**src/sv/osbc_pkg.sv**
```systemverilog
// Shared types, constants and divide step for the banded object colorizer.
package osbc_pkg;

   localparam int DIV_STEPS  = 8;
   localparam int BACK_DEPTH = 2 * DIV_STEPS + 1;
   localparam int PROD_STAGE = DIV_STEPS + 1;

   localparam logic REG_MIN = 1'b0;
   localparam logic REG_MAX = 1'b1;

   typedef enum logic [1:0] {
      KIND_BAND,
      KIND_END,
      KIND_BLACK,
      KIND_BELOW
   } kind_type;

   typedef struct packed {
      logic [7:0]       shades;
      logic [2:0][7:0]  end_c;
      logic [2:0][7:0]  start_c;
   } entry_type;

   typedef struct packed {
      kind_type         kind;
      logic [2:0][7:0]  start_c;
      logic [2:0][7:0]  end_c;
      logic [7:0]       m;
      logic [7:0]       range;
      logic [15:0]      dividend;
   } job_type;

   typedef struct packed {
      logic             valid;
      kind_type         kind;
      logic [2:0][7:0]  start_c;
      logic [2:0][7:0]  end_c;
      logic [7:0]       m;
      logic [7:0]       range;
      logic [15:0]      acc_b;
      logic [2:0][15:0] acc_c;
      logic [2:0]       neg;
   } stage_type;

   // one restoring step: acc = {remainder, dividend bits / quotient bits}
   function automatic logic [15:0] div_step(input logic [15:0] acc, input logic [7:0] d);
      logic [8:0] t;
      logic [8:0] r;
      logic       q;
      t = acc[15:7];
      q = (t >= {1'b0, d});
      r = q ? (t - {1'b0, d}) : t;
      return {r[7:0], acc[6:0], q};
   endfunction

endpackage

```
**src/sv/osbc_queue.sv**
```systemverilog
// Four-entry queue between front and back.
module osbc_queue import osbc_pkg::*; (
   input  logic    clock,
   input  logic    reset,
   input  logic    push,
   input  job_type push_job,
   output logic    queue_ready,
   input  logic    pop,
   output logic    head_valid,
   output job_type head_job
);

   job_type    slot_mem [4];
   logic [1:0] wr_ptr_ff, rd_ptr_ff;
   logic [2:0] count_ff, count_in;

   assign queue_ready = (count_ff != 3'd4);
   assign head_valid  = (count_ff != 3'd0);
   assign head_job    = slot_mem[rd_ptr_ff];
   assign count_in    = count_ff + 3'(push) - 3'(pop);

   always_ff @(posedge clock) begin
      if (push) slot_mem[wr_ptr_ff] <= push_job;
   end

   always_ff @(posedge clock) begin
      if (reset) begin
         wr_ptr_ff <= 2'd0;
         rd_ptr_ff <= 2'd0;
         count_ff  <= 3'd0;
      end else begin
         if (push) wr_ptr_ff <= wr_ptr_ff + 2'd1;
         if (pop)  rd_ptr_ff <= rd_ptr_ff + 2'd1;
         count_ff <= count_in;
      end
   end

endmodule

```
**config.mk**
```make
export PLATFORM = sky130hd
export DESIGN_NAME = osbc_queue
export DESIGN_NICKNAME = d
export VERILOG_FILES = /design/src/sv/osbc_pkg.sv /design/src/sv/osbc_queue.sv
export SDC_FILE = /design/constraint.sdc
export NUM_CORES = 1
export LEC_CHECK = 0
export BUFFER_PORTS_ARGS = -buffer_cell sky130_fd_sc_hd__buf_2
export CAP_MARGIN = 30
export CORE_ASPECT_RATIO = 0.75
export CORE_UTILIZATION = 45
export CTS_BUF_LIST = sky130_fd_sc_hd__clkbuf_8 sky130_fd_sc_hd__clkbuf_16
export CTS_CLUSTER_SIZE = 24
export DETAILED_ROUTE_END_ITERATION = 7
export GPL_TIMING_DRIVEN = 0
export PLACE_DENSITY = 0.66
export SYNTH_ARGS = -nofsm -noshare
export SYNTH_HDL_FRONTEND = slang
export SYNTH_SLANG_ARGS = --single-unit
```
**constraint.sdc**
```tcl
create_clock -name clock -period 3.8 [get_ports clock]
set_input_delay 0.57 -clock clock [delete_from_list [all_inputs] [get_ports clock]]
set_output_delay 0.57 -clock clock [all_outputs]
set_load 0.05 [all_outputs]
```
==> results of run 1 <==
## worst min path at each step
| stage | end | slack (ns) | depth (start not counted) | from |
|---|---|---|---|---|
| 2_1_floorplan | register | 0.50 | 2 | rd_ptr_ff[1] |
| 3_3_place_gp | rd_ptr_ff[1] | 0.52 | 2 | rd_ptr_ff[0] |
| 3_5_place_dp | register | 0.53 | 2 | rd_ptr_ff[1] |
| 4_1_cts | slot_mem[2][60] | 0.24 | 1 | push_job[60] |
| 5_1_grt | slot_mem[2][80] | 0.25 | 1 | push_job[80] |
| 6_report | slot_mem[2][60] | 0.26 | 1 | push_job[60] |
## cells in the final DEF (no fill, tap or decap), drive strengths merged, types with 2 or more instances in the layout
master / n
dfxtp: 9
edfxtp: 328
clkinv: 8
xnor2: 2
inv: 17
bufinv: 2
clkbuf: 39
mux4: 82
nor2: 7
ha: 6
and2: 4
buf: 189
## state kept, by name (all words and copies together) (netlist names), named ones only
register,count
rd_ptr_ff,2
slot_mem,328
wr_ptr_ff,2
count_ff,3
## power breakdown
group          internal (mW)  total, mW  switching (mW)  leakage [nW]
Sequential              4.27       4.32          0.0462          3.09
Clock                   1.87       3.15            1.28         0.570
Combinational          0.403       1.26           0.854          1.41
## metal layers
metal	global-route usage	vias to the layer above	routed length (microns)	part of all wire
li1	-	2442	-	-
met1	0.215	2917	9650	0.43
met2	0.263	166	10600	0.48
met3	0.0484	46	1510	0.068
met4	0.0540	0	492	0.022
met5	0	-	0	0
## worst max-delay path: stages (launching register included)
cell and delay, ns:
dfxtp_1 0.30, clkbuf_1 0.57, buf_2 0.45, mux4_2 0.37, buf_2 0.24
## kinds of logic after synthesis
family | share of synthesized area
AOI/OAI and AO/OA | 0.00122
xor gates and xnor gates | 0.00324
adders and majority gates | 0.00770
buffers and inverters | 0.0192
DFF | 0.812
muxes | 0.151
and+or+nand+nor | 0.00608
## through the flow
| step | area (sq um) | power (mW) |
|---|---|---|
| global placement | 13600 | 5.64 |
| floorplan | 12400 | 5.33 |
| finish | 14800 | 8.73 |
| detailed placement | 13800 | 5.67 |
| CTS | 14800 | 8.84 |
| global route | 14800 | 9.03 |
## Yosys cell counts
cell type | instances | share of area
nand3b_1 | 1 | 0.00061
buf_2 | 8 | 0.0032
buf_6 | 1 | 0.00091
ha_1 | 6 | 0.0061
xnor2_1 | 2 | 0.0014
mux2i_1 | 1 | 0.00081
buf_12 | 8 | 0.013
nor2_1 | 7 | 0.0021
nand2_1 | 1 | 0.00030
dfxtp_1 | 9 | 0.015
or3_1 | 1 | 0.00051
mux4_1 | 1 | 0.0021
xnor3_1 | 1 | 0.0018
clkbuf_1 | 2 | 0.00061
edfxtp_1 | 328 | 0.80
fa_1 | 1 | 0.0016
inv_1 | 5 | 0.0015
a21oi_1 | 1 | 0.00040
and2_1 | 4 | 0.0020
mux4_2 | 81 | 0.15
a21bo_2 | 1 | 0.00081
nor2b_1 | 1 | 0.00051
## cell type report
cell class / count / share of cell area
Antenna cell: 1 / 0.000169
Buffer: 19 / 0.0148
Clock buffer: 37 / 0.0625
Clock inverter: 22 / 0.00945
Inverter: 5 / 0.00127
Multi-Input combinational cell: 110 / 0.141
Sequential cell: 337 / 0.677
Tap cell: 351 / 0.0296
Timing Repair Buffer: 172 / 0.0642
==> flow_metrics.tcl, run 1 <==
set metrics [dict create \
    fill_cells 2017 \
    violations "design-rule violations" \
    cts_tree "done" \
    hold-worst-slack_ns 0.264 \
    ir_drop_uv 462 \
    io_buffer_count 168 \
    start_kind "register" \
    layout_setup_ws_ns 0.779 \
    rsz0062_at_grt "no" \
    row_count 52 \
    final_util 0.549 \
    dp_hpwl_microns 13800 \
    root_buffer "clkbuf_16" \
    hp-class "primary input to register" \
    dr.pass1.iters 8 \
    crit_path_end_kind "primary output" \
    drt-initial-drc-count 362 \
    final_cells 1054 \
    yosys_warnings 0 \
    io_pins 170 \
    numClockSinks 337 \
    num_vias 5571 \
    yosysUniqueCellTypes 22 \
    grt_pass1_vias 6098 \
    fin_nets 772 \
    drive_above_1_share 0.453 \
    worstReg2RegStart "wr_ptr_ff[1]" \
    power.density_nw_per_um2 589 \
    via_per_inst 5.29 \
    min_period_ns 3.02 \
    holdBufCountCts 0 \
    hold_viol_final 0 \
    post_drt_wl_per_cell_microns 21.2 \
    period_share 0.795 \
    synthesis.area_sq_um 12400 \
    skew_ns 0.0157 \
    setup_viol 0 \
    status "finished with violations" \
    h-tree-depth 2 \
    cts-resized-gates 0 \
    die_x_microns 193 \
    cts_setup_buffers 0 \
    clk_latency_ns 0.52 \
    cellLeakagePower_nw 5.07 \
    syn_to_final_growth_pct 20.0 \
    worst-setup-path-type "register to primary output" \
    slew_headroom 0.499 \
    dieArea_sq_um 28100 \
    drc 24 \
    fp.dieH_microns 145 \
    ys_seq_area_frac 0.812 \
    grtUsageTotal 0.163 \
    ys_ff_latch 337 \
    seqCellArea_sq_um 10000 \
    max_freq_ghz 0.331 \
    endpoint "head_job[64]" \
    worstPathArrival_ns 2.45 \
    reg2regPathDepth 4 \
    avgSynthCellArea_sq_um 26.2 \
    grt.overflow.total 0 \
    syn_inst 471 \
    fin_setup_tns_ns 0 \
    critPathRequiredTime_ns 3.23 \
    dp_slack_ns 1.27 \
    routabilityCongestion 0.718 \
    tightest_slew_ns 0.751 \
    syn_nets 564 \
    timing.rr.end "slot_mem[1][22]" \
    worstPathMaxFanout 10 \
    initial_core_util 0.458 \
    routed_wl_microns 22300 \
    grt_pass1_wl_microns 34600 \
    ff2ff_setup_slack_ns 1.88 \
    maxSlewViolCount 0 \
    cts_buffers 34 \
    detail-route-antenna-nets 0 \
    clockBufferDepth 3 \
    antenna_found_initial 2 \
    clk_pin_slew_ns 0.06 \
    multi_input_area_sq_um 2100 \
    drv_cap 0 \
    core_area_sq_um 27000 \
    grt_max_degree 51 \
    place_inst 994 \
]
No activity file was read; power rests on OpenSTA's default activity.
==> run 2: changes to the inputs <==
- clock period: 3.8 -> 2.8 ns (I/O delays scaled with it)
==> flow_metrics.tcl, run 2 (synthesis results as in run 1) <==
set metrics [dict create \
    route.met3.wl_microns 1640 \
    dieArea_sq_um 28100 \
    fp.dieH_microns 145 \
    start_kind "register" \
    fin_setup_tns_ns 0 \
    dp_slack_ns 0.414 \
    max_freq_ghz 0.386 \
    worstPathMaxFanout 10 \
    tightest_slew_ns 0.650 \
    min_period_ns 2.59 \
    cts_buffers 34 \
    die_x_microns 193 \
    io_buffer_count 168 \
    violations "design-rule violations" \
    fin_nets 771 \
    skew_ns 0.0101 \
    wl_met1_microns 9790 \
    final_util 0.550 \
    reg2regPathDepth 4 \
    num_vias 5513 \
    detail-route-antenna-nets 0 \
    layout_setup_ws_ns 0.206 \
    top_regs "slot_mem: 328 flops, count_ff: 3 flops" \
    slew_headroom 0.567 \
    setup_viol 0 \
    ir_drop_uv 548 \
    antenna_found_initial 3 \
    period_share 0.926 \
    fin_area_sq_um 14800 \
    total_power_mw 11.8 \
    hp-start "push_job[67]" \
    routabilityCongestion 0.732 \
    grt_pass1_wl_microns 34800 \
    io_pins 170 \
    worst-setup-path-type "register to primary output" \
    grt_pass1_vias 6110 \
    drive_above_1_share 0.455 \
    row_count 52 \
    status "finished with violations" \
    worstPathArrival_ns 2.17 \
    post_drt_wl_per_cell_microns 21.1 \
    syn_to_final_growth_pct 20.1 \
    power.density_nw_per_um2 798 \
    initial_core_util 0.458 \
    hp-class "primary input to register" \
    grt_max_degree 57 \
    drc 20 \
    largest_reg_flops 328 \
    numClockSinks 337 \
    place_inst 994 \
    ff2ff_setup_slack_ns 0.98 \
    clockBufferDepth 3 \
    h-tree-depth 2 \
    wl_met2_microns 10500 \
    final_cells 1058 \
    final_cell_mix "328 x edfxtp_1, 176 x buf_2, 81 x mux4_2, 37 x clkbuf_16, 12 x clkinv_1" \
    clk_latency_ns 0.50 \
    timing.rr.end "slot_mem[2][8]" \
    maxSlewViolCount 0 \
    dp_hpwl_microns 13700 \
    endpoint "head_job[11]" \
    crit_path_end_kind "primary output" \
    fill_cells 2017 \
    grtUsageTotal 0.163 \
    dr.pass1.iters 8 \
    critPathRequiredTime_ns 2.38 \
    hold-worst-slack_ns 0.136 \
    via_per_inst 5.21 \
    regMostFlops "slot_mem" \
    final_common_cell "edfxtp_1" \
    root_buffer "clkbuf_16" \
    routed_wl_microns 22400 \
    rsz0062_at_grt "no" \
    cellLeakagePower_nw 5.05 \
    core_area_sq_um 27000 \
    top_layer_used "met5" \
    cts_tree "done" \
    grt.overflow.total 0 \
    drv_cap 0 \
    clk_pin_slew_ns 0.06 \
    hold_viol_final 0 \
    worstReg2RegStart "wr_ptr_ff[0]" \
    place_area_sq_um 13800 \
    drt-initial-drc-count 258 \
]
==> run 2: critical path: stages (launching register included) <==
cell,delay (ns)
dfxtp_1,0.68
buf_2,0.40
mux4_2,0.37
buf_2,0.23
==> run 2: how the worst min path moves through the flow <==
| stage | endpoint | slack [ns] | cells past startpoint |
|---|---|---|---|
| floorplan | register | 0.50 | 2 |
| global placement | rd_ptr_ff[1] | 0.52 | 2 |
| detailed placement | register | 0.55 | 2 |
| CTS | slot_mem[1][67] | 0.11 | 1 |
| global route | slot_mem[1][67] | 0.11 | 1 |
| finish | slot_mem[2][67] | 0.14 | 1 |
==> run 2: repair_timing <==
item	CTS	global route
buffers inserted	0	0
hold buffers	0	0
resized for setup	0	0
endpoints found under the setup margin	80	0
==> run 2: final cells by class <==
| class | instances | area, sq um | share of cell area |
|---|---|---|---|
| Clock inverter | 22 | 114 | 0.00767 |
| Tap cell | 351 | 439 | 0.0296 |
| Antenna cell | 3 | 7.51 | 0.000506 |
| Timing Repair Buffer | 172 | 951 | 0.0641 |
| Sequential cell | 337 | 10000 | 0.676 |
| Multi-Input combinational cell | 110 | 2100 | 0.141 |
| Clock buffer | 40 | 967 | 0.0652 |
| Buffer | 18 | 215 | 0.0145 |
| Inverter | 5 | 18.8 | 0.00126 |
==> run 2: layer usage <==
| metal | track usage | vias to the layer above |
|---|---|---|
| met2 | 0.258 | 165 |
| met5 | 0 | - |
| met4 | 0.0456 | 2 |
| met3 | 0.0470 | 41 |
| li1 | - | 2447 |
| met1 | 0.224 | 2858 |
==> run 2: power by group <==
| part | internal, mW | switching [mW] |
|---|---|---|
| Clock | 2.54 | 1.73 |
| Combinational | 0.546 | 1.16 |
| Sequential | 5.80 | 0.0714 |
| Total | 8.89 | 2.96 |
